`src/lfdc_pkg.sv`:
```
// Package for the line-follow drive controller: payload and state types,
// register indexes, duty constants and the percent scaling function.
// Depends on nothing; every other file of the block imports it.
package lfdc_pkg;

   localparam logic [8:0] DUTY_STRAIGHT = 9'd335;
   localparam logic [8:0] DUTY_JUNCTION = 9'd215;
   localparam logic [8:0] DUTY_CURVE_HI = 9'd245;
   localparam logic [8:0] DUTY_CURVE_LO = 9'd155;
   localparam logic [8:0] DUTY_SPIN     = 9'd195;

   // Division by 100 as a multiply by a rounded-up reciprocal. Exact for
   // every product below 43690, which covers the largest duty above times
   // the largest 7-bit percent.
   localparam logic [15:0] RECIP_100   = 16'd41944;
   localparam int          RECIP_SHIFT = 22;

   localparam logic [7:0] RUN_MAX = 8'hFF;

   // Register reset values.
   localparam logic [9:0] DARK_THRESHOLD_RST   = 10'd550;
   localparam logic [7:0] DARK_CONFIRM_RST     = 8'd8;
   localparam logic [7:0] LIGHT_CONFIRM_RST    = 8'd20;
   localparam logic [3:0] JUNCTION_CONFIRM_RST = 4'd3;
   localparam logic [7:0] LOST_LIMIT_RST       = 8'd5;
   localparam logic [6:0] TUNNEL_SCALE_RST     = 7'd88;
   localparam logic [9:0] TUNNEL_TRIM_RST      = 10'd25;

   typedef enum logic [2:0] {
      CSR_DARK_THRESHOLD   = 3'd0,
      CSR_DARK_CONFIRM     = 3'd1,
      CSR_LIGHT_CONFIRM    = 3'd2,
      CSR_JUNCTION_CONFIRM = 3'd3,
      CSR_LOST_LIMIT       = 3'd4,
      CSR_TUNNEL_SCALE     = 3'd5,
      CSR_TUNNEL_TRIM      = 3'd6
   } csr_index_type;

   typedef struct packed {
      logic [9:0] light_level;
      logic       left_line_raw;
      logic       right_line_raw;
   } req_type;

   typedef struct packed {
      logic [9:0] left_duty;
      logic [9:0] right_duty;
      logic       drive_mode;
      logic       tunnel_flag;
   } rsp_type;

   // Configuration as the step logic sees it. The tunnel percent is kept
   // only in the form of the four duties it produces.
   typedef struct packed {
      logic [9:0] dark_threshold;
      logic [7:0] dark_confirm;
      logic [7:0] light_confirm;
      logic [3:0] junction_confirm;
      logic [7:0] lost_limit;
      logic [9:0] tunnel_trim;
      logic [8:0] scaled_straight;
      logic [8:0] scaled_junction;
      logic [8:0] scaled_curve_hi;
      logic [8:0] scaled_curve_lo;
   } cfg_type;

   typedef struct packed {
      logic [7:0] dark_run;
      logic [7:0] light_run;
      logic       inside_tunnel;
      logic [3:0] junction_run;
      logic [7:0] lost_run;
      logic       searching;
   } state_type;

   // Called with a constant duty, so the product is a constant multiply.
   function automatic logic [8:0] scale_duty(input logic [8:0] duty,
                                             input logic [6:0] pct);
      logic [15:0] prod;
      logic [31:0] quo;
      prod = 16'(duty) * 16'(pct);
      quo  = 32'(prod) * 32'(RECIP_100);
      return 9'(quo >> RECIP_SHIFT);
   endfunction

endpackage

```
`src/lfdc_step.sv`:
```
// Per-tick update of the line-follow drive controller: next state and the
// result item for one accepted input. Purely combinational.
// Depends on lfdc_pkg.
module lfdc_step
   import lfdc_pkg::*;
(
   input  req_type   req,
   input  state_type state_cur,
   input  cfg_type   cfg,
   output state_type state_nxt,
   output rsp_type   rsp
);

   logic       left_seen;
   logic       right_seen;
   logic [7:0] lost_inc;
   logic       spin;
   logic [8:0] raw_l;
   logic [8:0] raw_r;
   logic [8:0] scl_l;
   logic [8:0] scl_r;
   logic [8:0] out_l;
   logic [8:0] out_r;
   logic [3:0] junc_inc;

   always_comb begin
      left_seen  = ~req.left_line_raw;
      right_seen = ~req.right_line_raw;
      state_nxt = state_cur;
      spin      = 1'b0;
      raw_l     = DUTY_STRAIGHT;
      raw_r     = DUTY_STRAIGHT;
      scl_l     = cfg.scaled_straight;
      scl_r     = cfg.scaled_straight;
      lost_inc  = (state_cur.lost_run != RUN_MAX) ? state_cur.lost_run + 8'd1
                                                   : state_cur.lost_run;
      junc_inc  = (state_cur.junction_run < cfg.junction_confirm)
                  ? state_cur.junction_run + 4'd1 : state_cur.junction_run;

      if (state_cur.searching && !left_seen && !right_seen) begin
         // Still lost while searching: keep spinning, freeze everything.
         spin = 1'b1;
      end else begin
         state_nxt.searching = 1'b0;
         if (state_cur.searching) begin
            state_nxt.lost_run = '0;
         end

         if (req.light_level < cfg.dark_threshold) begin
            if (state_cur.dark_run != RUN_MAX) begin
               state_nxt.dark_run = state_cur.dark_run + 8'd1;
            end
            state_nxt.light_run = '0;
         end else begin
            if (state_cur.light_run != RUN_MAX) begin
               state_nxt.light_run = state_cur.light_run + 8'd1;
            end
            state_nxt.dark_run = '0;
         end
         if (state_nxt.dark_run >= cfg.dark_confirm) begin
            state_nxt.inside_tunnel = 1'b1;
         end
         if (state_nxt.light_run >= cfg.light_confirm) begin
            state_nxt.inside_tunnel = 1'b0;
         end

         if (left_seen && right_seen) begin
            state_nxt.junction_run = junc_inc;
            state_nxt.lost_run     = '0;
            if (junc_inc >= cfg.junction_confirm) begin
               raw_l = DUTY_JUNCTION;
               raw_r = DUTY_JUNCTION;
               scl_l = cfg.scaled_junction;
               scl_r = cfg.scaled_junction;
            end
         end else begin
            state_nxt.junction_run = '0;
            if (left_seen) begin
               state_nxt.lost_run = '0;
               raw_l = DUTY_CURVE_LO;
               raw_r = DUTY_CURVE_HI;
               scl_l = cfg.scaled_curve_lo;
               scl_r = cfg.scaled_curve_hi;
            end else if (right_seen) begin
               state_nxt.lost_run = '0;
               raw_l = DUTY_CURVE_HI;
               raw_r = DUTY_CURVE_LO;
               scl_l = cfg.scaled_curve_hi;
               scl_r = cfg.scaled_curve_lo;
            end else if (lost_inc < cfg.lost_limit) begin
               state_nxt.lost_run = lost_inc;
            end else begin
               state_nxt.searching = 1'b1;
               state_nxt.lost_run  = '0;
               spin                = 1'b1;
            end
         end
      end

      // Tunnel scaling, then the right trim when both duties came out equal.
      out_l = raw_l;
      out_r = raw_r;
      if (state_nxt.inside_tunnel) begin
         out_l = scl_l;
         out_r = scl_r;
         if (scl_l == scl_r && 10'(scl_r) > cfg.tunnel_trim) begin
            out_r = 9'(10'(scl_r) - cfg.tunnel_trim);
         end
      end

      rsp.tunnel_flag = state_nxt.inside_tunnel;
      if (spin) begin
         rsp.left_duty  = 10'(DUTY_SPIN);
         rsp.right_duty = 10'(DUTY_SPIN);
         rsp.drive_mode = 1'b1;
      end else begin
         rsp.left_duty  = 10'(out_l);
         rsp.right_duty = 10'(out_r);
         rsp.drive_mode = 1'b0;
      end
   end

endmodule

```
`src/line_follow_drive_controller.sv`:
```
// Top level of the line-follow drive controller: configuration registers,
// tick state, result register and skid stage. Depends on lfdc_pkg and
// lfdc_step.

// Usage. Each transfer on the req_ channel is one control tick: a light
// sample and the two line-sensor levels (0 means on the line). Each tick
// produces exactly one transfer on the rsp_ channel with the two wheel
// duties, the drive mode (spin search or forward) and the tunnel flag.
// The csr_ channel writes one of the seven registers by index; it is always
// ready, and an index past the last register is accepted and ignored.
// Registers should be written only while no tick is in flight.
//
// A tick's result is registered, in the skid stage if the receiver stalls.
// Throughput is one tick per cycle while the receiver keeps up; the whole
// tick update is a single combinational pass from the state registers to
// the result register. The tunnel-scaled duties are worked out when the
// percent register is written, so a tick needs only a compare and a trim.
//
// Reset clears all tick state and both output stages, and loads every
// register with its default. When the receiver stalls, the result register
// holds and one more tick is still taken into the skid stage; req_ready
// then drops until the stall clears.
module line_follow_drive_controller
   import lfdc_pkg::*;
(
   input  logic       clock,
   input  logic       reset,
   input  logic       req_valid,
   output logic       req_ready,
   input  req_type    req_payload,
   output logic       rsp_valid,
   input  logic       rsp_ready,
   output rsp_type    rsp_payload,
   input  logic       csr_valid,
   output logic       csr_ready,
   input  logic [2:0] csr_index,
   input  logic [9:0] csr_wdata
);

   cfg_type   cfg_ff;
   cfg_type   cfg_in;
   state_type state_ff;
   state_type state_in;
   rsp_type   step_rsp;
   rsp_type   out_ff;
   rsp_type   out_in;
   rsp_type   skid_ff;
   rsp_type   skid_in;
   logic      out_valid_ff;
   logic      out_valid_in;
   logic      skid_valid_ff;
   logic      skid_valid_in;
   logic      req_fire;
   logic      rsp_fire;

   assign csr_ready = 1'b1;
   assign req_ready = ~skid_valid_ff;
   assign req_fire  = req_valid & req_ready;
   assign rsp_fire  = out_valid_ff & rsp_ready;
   assign rsp_valid   = out_valid_ff;
   assign rsp_payload = out_ff;

   // Register writes. A percent write refreshes the four scaled duties.
   always_comb begin
      cfg_in = cfg_ff;
      if (csr_valid) begin
         unique case (csr_index_type'(csr_index))
            CSR_DARK_THRESHOLD:   cfg_in.dark_threshold   = csr_wdata;
            CSR_DARK_CONFIRM:     cfg_in.dark_confirm     = csr_wdata[7:0];
            CSR_LIGHT_CONFIRM:    cfg_in.light_confirm    = csr_wdata[7:0];
            CSR_JUNCTION_CONFIRM: cfg_in.junction_confirm = csr_wdata[3:0];
            CSR_LOST_LIMIT:       cfg_in.lost_limit       = csr_wdata[7:0];
            CSR_TUNNEL_SCALE: begin
               cfg_in.scaled_straight = scale_duty(DUTY_STRAIGHT, csr_wdata[6:0]);
               cfg_in.scaled_junction = scale_duty(DUTY_JUNCTION, csr_wdata[6:0]);
               cfg_in.scaled_curve_hi = scale_duty(DUTY_CURVE_HI, csr_wdata[6:0]);
               cfg_in.scaled_curve_lo = scale_duty(DUTY_CURVE_LO, csr_wdata[6:0]);
            end
            CSR_TUNNEL_TRIM:      cfg_in.tunnel_trim      = csr_wdata;
            default: ;
         endcase
      end
   end

   always_ff @(posedge clock) begin
      if (reset) begin
         cfg_ff.dark_threshold   <= DARK_THRESHOLD_RST;
         cfg_ff.dark_confirm     <= DARK_CONFIRM_RST;
         cfg_ff.light_confirm    <= LIGHT_CONFIRM_RST;
         cfg_ff.junction_confirm <= JUNCTION_CONFIRM_RST;
         cfg_ff.lost_limit       <= LOST_LIMIT_RST;
         cfg_ff.tunnel_trim      <= TUNNEL_TRIM_RST;
         cfg_ff.scaled_straight  <= scale_duty(DUTY_STRAIGHT, TUNNEL_SCALE_RST);
         cfg_ff.scaled_junction  <= scale_duty(DUTY_JUNCTION, TUNNEL_SCALE_RST);
         cfg_ff.scaled_curve_hi  <= scale_duty(DUTY_CURVE_HI, TUNNEL_SCALE_RST);
         cfg_ff.scaled_curve_lo  <= scale_duty(DUTY_CURVE_LO, TUNNEL_SCALE_RST);
      end else begin
         cfg_ff <= cfg_in;
      end
   end

   // One tick update per accepted transfer.
   lfdc_step u_step (
      .req       (req_payload),
      .state_cur (state_ff),
      .cfg       (cfg_ff),
      .state_nxt (state_in),
      .rsp       (step_rsp)
   );

   always_ff @(posedge clock) begin
      if (reset) begin
         state_ff <= '0;
      end else if (req_fire) begin
         state_ff <= state_in;
      end
   end

   // Result register plus skid stage. A new result goes straight to the
   // result register unless that register still holds one that is not
   // being taken this cycle; then it waits in the skid stage.
   always_comb begin
      out_in        = out_ff;
      out_valid_in  = out_valid_ff;
      skid_in       = skid_ff;
      skid_valid_in = skid_valid_ff;
      if (rsp_fire) begin
         if (skid_valid_ff) begin
            out_in        = skid_ff;
            skid_valid_in = 1'b0;
         end else begin
            out_in       = step_rsp;
            out_valid_in = req_fire;
         end
      end else if (req_fire) begin
         if (out_valid_ff) begin
            skid_in       = step_rsp;
            skid_valid_in = 1'b1;
         end else begin
            out_in       = step_rsp;
            out_valid_in = 1'b1;
         end
      end
   end

   always_ff @(posedge clock) begin
      if (reset) begin
         out_valid_ff  <= 1'b0;
         skid_valid_ff <= 1'b0;
      end else begin
         out_valid_ff  <= out_valid_in;
         skid_valid_ff <= skid_valid_in;
      end
   end

   always_ff @(posedge clock) begin
      out_ff  <= out_in;
      skid_ff <= skid_in;
   end

endmodule

```
`config.mk`:
```
export PLATFORM = sky130hd
export DESIGN_NAME = line_follow_drive_controller
export DESIGN_NICKNAME = d
export VERILOG_FILES = /design/src/lfdc_pkg.sv /design/src/lfdc_step.sv /design/src/line_follow_drive_controller.sv
export SDC_FILE = /design/constraint.sdc
export NUM_CORES = 1
export LEC_CHECK = 0
export ABC_CLOCK_PERIOD_IN_PS = 20900
export BUFFER_PORTS_ARGS = -buffer_cell sky130_fd_sc_hd__buf_2
export CAP_MARGIN = 10
export CORE_ASPECT_RATIO = 1.25
export CORE_MARGIN = 5
export CORE_UTILIZATION = 55
export DETAILED_ROUTE_END_ITERATION = 6
export GPL_ROUTABILITY_DRIVEN = 0
export PLACE_DENSITY = 0.69
export SETUP_SLACK_MARGIN = 0.4
export SLEW_MARGIN = 20
export SYNTH_ARGS = -nofsm -noshare
export SYNTH_HDL_FRONTEND = slang
export SYNTH_SLANG_ARGS = --single-unit
```
`constraint.sdc`:
```
create_clock -name clock -period 20.9 [get_ports clock]
set_clock_uncertainty 0.15 [all_clocks]
set_input_delay 3.135 -clock clock [delete_from_list [all_inputs] [get_ports clock]]
set_output_delay 3.135 -clock clock [all_outputs]
set_load 0.01 [all_outputs]
```
==> results of run 1 <==
## worst max-delay path: cells and delay by family
family                   cells  cell delay [ps]
AO/OA/AOI/OAI               14             3600
XOR/XNOR                     3              830
buffers and inverters        6             1090
adder cells (fa/ha/maj)     10             4240
AND/OR/NAND/NOR              1               50
## stage by stage
stage               hold slack (ps)  setup slack [ps]  cell area [um2]  utilization (%)  instances
floorplan                       282              9210            26300                -       2833
global placement                294              7990            27200             57.6       3480
detailed placement              297              7740            27200             57.6       3480
CTS                             305              8180            27800             58.8       3512
global route                    325              7590            27800             58.8       3512
finish                          306              8110            27800             58.8       3512
## worst max path at each step
stage / end / slack (ps) / cells after the start
after floorplan: cfg_ff[35]$_SDFFE_PP1P_ / 9210 / 31
after global placement: cfg_ff[35]$_SDFFE_PP1P_ / 7990 / 34
after detailed placement: cfg_ff[35]$_SDFFE_PP1P_ / 7740 / 34
after CTS: cfg_ff[35]$_SDFFE_PP1P_ / 8180 / 34
after global routing: cfg_ff[16]$_SDFFE_PP1P_ / 7590 / 36
final: cfg_ff[35]$_SDFFE_PP1P_ / 8110 / 34
## cells by family after synthesis
logic type,Yosys count
adder cells (fa/ha/maj),887
buffers and inverters,707
AND/OR/NAND/NOR,461
AO/OA/AOI/OAI,456
flip-flops,156
XOR/XNOR,138
multiplexers,25
other,2
## registers in the layout, summed over array words and instances, names as in the netlist
signal         cells
rsp_valid          1
skid_valid_ff      1
skid_ff           20
state_ff          30
cfg_ff            84
rsp_payload       20
## cell type report
class | count | area [um2]
multi-input combinational | 1970 | 20100
fill | 4171 | 19500
sequential | 156 | 3520
inverter | 652 | 2450
tap | 637 | 797
clock buffer | 18 | 429
timing repair buffer | 65 | 360
clock inverter | 14 | 121
## layer usage
| metal | up-vias | global-route usage, % |
|---|---|---|
| met2 | 304 | 44.6 |
| met5 | - | 0 |
| met4 | 2 | 8.96 |
| met1 | 9382 | 28.3 |
| li1 | 9316 | - |
| met3 | 132 | 2.44 |
## layout by cell type (no fill, tap or decap), drive strengths merged, types with 21 or more instances in the layout
cell	n
a21o	46
a21oi	159
buf	65
dfxtp	116
edfxtp	40
fa	312
ha	574
inv	655
nand2	185
nand3	36
nor2	93
nor3	35
o211ai	27
o21ai	66
o21bai	23
o22ai	21
xnor2	86
xor2	51
==> run metrics, run 1 <==
Resize count post-CTS=0; CP max-delay cell=a2111oi_0; Crit Path Max Fanout=16; final setup violation count=0; maximum root-to-sink buffer count=2; Slew Limit Fails=0; worst r2r path cells=25; M1 WL=24,700 um; leading register cell type out of synthesis=dfxtp_1; pin count of the biggest net entering global routing=52; f_max=78.2 MHz; Mapped Area=26,300 um2; worst setup path class=in -> reg; period utilisation layout=61.2%; status=completed; DR WL met2=31,800 um; largest family of logic cells by synthesized area=adder cells; core area=47,200 um2; Nets=3,778; top cell type's share of synthesized area=27.3%; hold wc startpoint=cfg_ff[52]$_SDFFE_PP0P_; count leader, synth=inv_1; Hold Path Cell Cnt=2; Synth-to-Final Area Change=5.68%; Tmin final=12,790 ps; Area contributors post-synth=ha_1, fa_1, inv_1; Critical Path Sink Type=flop; initial antenna violation count=1; critical path data required time=21,060 ps; Yosys Warn Count=0; Post-Syn Area per Cell=9.27 um2; Worst Tran Pin Value=1160 ps; H-tree depth=4; dominant cell type by area after synthesis=ha_1; sequential share of the synthesized area=13.4%; post-synthesis adder-cell area fraction=51.2%; Die Y=254 um; vias in the first global route=20,503; Crit. Startpoint=csr_wdata[1]; first-pass GRT wire length=101,000 um; max_cap viols=0; Via density=5.45; CP Launch Type=input port; Post-Synth Simple-Gate Area=8.14%; Clk Latency, worst-skew pair=440 ps; Top Layer Used=met5; wire length per cell=17.2 um; CTS buffer count=17; die area=52,300 um2; synth unique cells=79; Worst Hold Class=reg -> reg; Post-synth EDFFs=40; reg2reg start=cfg_ff[55]$_SDFFE_PP1P_; port bufs=51; x dimension of the die=205 um; site row count=89; synthesized flop and latch total=156; Initial Util=55.6%; Root Driver=clkbuf_16; Crit path top cell by count=fa_1; Synth top cells by count=inv_1, ha_1, fa_1; Clock transition at path regs=60 ps; post-synthesis mux area share=1.04%; CTS tree=done; Slew Limit Headroom=20.6%; xor/xnor share of the synthesized area=4.74%; hpwl dp=52,400 um; post-synthesis cell count=2,832; Worst Hold End=cfg_ff[52]$_SDFFE_PP0P_; Clock Sinks=156; I/O pin total=55; TritonRoute pass-1 iters=5; RSZ-0062 raised after global routing=no; layout cells sized above 1=5.29%; Hold Fails Final Rpt=0; drt initial violations=908; total global routing overflow=0; # diodes=0; setup TNS=0 ps; Synth Area in Compound Gates=11.3%; cts hold-fix bufs=0; Remaining DRCs=0; Total GRT Usage=23.9%; WL met3=1720 um; post-CTS setup buffer count=0; antenna-violating nets left=0; r2r endpoint=rsp_payload[3]$_DFFE_PP_; Routed WL=60,600 um; Synth async-reset ratio=0%; Worst Path Arrival=12,950 ps; flop-to-flop setup slack=13,820 ps; vias=19,136; CP peak stage delay=980 ps
Power of run 1 is left out: the tool's default activity adds up to more than one toggle a clock period on the data nets, which glitch-free logic cannot reach.
==> run 2, diff against run 1 <==
--- a/config.mk
+++ b/config.mk
@@ -5,7 +5,7 @@
 export SDC_FILE = /design/constraint.sdc
 export NUM_CORES = 1
 export LEC_CHECK = 0
-export ABC_CLOCK_PERIOD_IN_PS = 20900
+export ABC_CLOCK_PERIOD_IN_PS = 11600
 export BUFFER_PORTS_ARGS = -buffer_cell sky130_fd_sc_hd__buf_2
 export CAP_MARGIN = 10
 export CORE_ASPECT_RATIO = 1.25
@@ -13,7 +13,7 @@
 export CORE_UTILIZATION = 55
 export DETAILED_ROUTE_END_ITERATION = 6
 export GPL_ROUTABILITY_DRIVEN = 0
-export PLACE_DENSITY = 0.69
+export PLACE_DENSITY = 0.72
 export SETUP_SLACK_MARGIN = 0.4
 export SLEW_MARGIN = 20
 export SYNTH_ARGS = -nofsm -noshare
==> constraint.sdc (replaced) <==
create_clock -name clock -period 11.6 [get_ports clock]
set_clock_uncertainty 0.15 [all_clocks]
set_input_delay 1.74 -clock clock [delete_from_list [all_inputs] [get_ports clock]]
set_output_delay 1.74 -clock clock [all_outputs]
set_load 0.01 [all_outputs]
==> run metrics, run 2 (synthesis results as in run 1) <==
CP max-delay cell=fa_2; max_cap viols=0; Worst Path Arrival=10,930 ps; CTS buffer count=17; antenna-violating nets left=0; maximum root-to-sink buffer count=2; Clock transition at path regs=70 ps; site row count=89; first-pass GRT wire length=102,000 um; pin count of the biggest net entering global routing=57; top flop regs=cfg_ff x84, state_ff x30; vias in the first global route=20,661; hpwl dp=51,900 um; Clk Latency, worst-skew pair=440 ps; Total GRT Usage=24.1%; Tmin final=10,700 ps; most frequent cells in the layout=inv_1, ha_1, fa_1, nand2_1, a21oi_1; die area=52,300 um2; max reg flops=84; wire length per cell=17.2 um; Via density=5.48; period utilisation layout=92.3%; cts hold-fix bufs=0; Synth-to-Final Area Change=6.52%; port bufs=51; CTS tree=done; x dimension of the die=205 um; initial antenna violation count=1; largest reg by FF count=cfg_ff; worst setup path class=in -> reg; Crit path top cell by count=fa_1; status=completed; Nets=3,797; Hold Fails Final Rpt=0; Initial Util=55.6%; f_max=93.4 MHz; commonest non-fill, non-tap cell in the layout=inv_1; CP Launch Type=input port; Clock Sinks=156; critical path data required time=11,820 ps; RSZ-0062 raised after global routing=yes; fill count=4,063; TritonRoute pass-1 iters=6; CP peak stage delay=690 ps; I/O pin total=55; setup TNS=0 ps; final setup violation count=0; layout cells sized above 1=6.19%; drt initial violations=851; Root Driver=clkbuf_16; vias=19,347; Die Y=254 um; Worst Hold Class=reg -> reg; Remaining DRCs=0; Slew Limit Headroom=29.7%; Slew Limit Fails=0; Crit Path Max Fanout=10; core area=47,200 um2; H-tree depth=4; total global routing overflow=0; Critical Path Sink Type=flop; Worst Tran Pin Value=1050 ps; Routed WL=60,600 um
[run 2: changes by cell type in the layout (fill, tap and decap cells not counted), sizes merged]
cell,delta
buf,+18
clkbuf,+1
clkinv,-5
diode,+1
inv,+5
[run 2: what timing repair did]
item / CTS / global route
buffers inserted: 0 / 3
setup endpoints to repair: 0 / 11
resized for setup: 0 / 9
[run 2: final timing paths]
path | start | endpoint | slack [ps] | cells past startpoint
setup / recovery | csr_wdata[4] | cfg_ff[35]$_SDFFE_PP1P_ | 900 | 33
setup reg to reg | cfg_ff[55]$_SDFFE_PP1P_ | rsp_payload[6]$_DFFE_PP_ | 4520 | 25
hold / removal | cfg_ff[64]$_SDFFE_PP0P_ | cfg_ff[64]$_SDFFE_PP0P_ | 300 | 2
hold reg to reg | cfg_ff[64]$_SDFFE_PP0P_ | cfg_ff[64]$_SDFFE_PP0P_ | 300 | 2
[run 2: stage by stage]
stage	setup slack [ps]	cell area, um2	cells	hold slack, ps	util, %
finish	895	28000	3532	305	59.3
detailed placement	278	27300	3496	297	57.9
global placement	385	27300	3496	292	57.9
floorplan	1310	26300	2833	282	-
CTS	665	27900	3528	306	59.1
global route	329	28000	3531	319	59.3
[run 2: layout make-up]
| type | count | area (um2) | area share [%] |
|---|---|---|---|
| clock buffer | 18 | 429 | 1.53 |
| antenna | 1 | 2.50 | 0.00894 |
| tap | 637 | 797 | 2.85 |
| clock inverter | 14 | 148 | 0.528 |
| multi-input combinational | 1970 | 20100 | 71.9 |
| inverter | 652 | 2450 | 8.76 |
| timing repair buffer | 84 | 505 | 1.81 |
| sequential | 156 | 3520 | 12.6 |
[run 2: routing by layer]
metal | vias up | track usage, % | part of all wire [%]
met1 | 9445 | 29.3 | 40
met3 | 104 | 3.26 | 4.7
li1 | 9353 | - | -
met5 | - | 0 | 0
met2 | 445 | 43.9 | 52
met4 | 0 | 8.23 | 3.5
[run 2: critical path: cells and delay by family]
family	cells	cell delay, ps
AOI/OAI and AO/OA	12	2650
xor gates and xnor gates	3	760
adders and majority gates	10	4740
buffers and inverters	6	640
and+or+nand+nor	2	370
Power of run 2 is left out for the same reason.
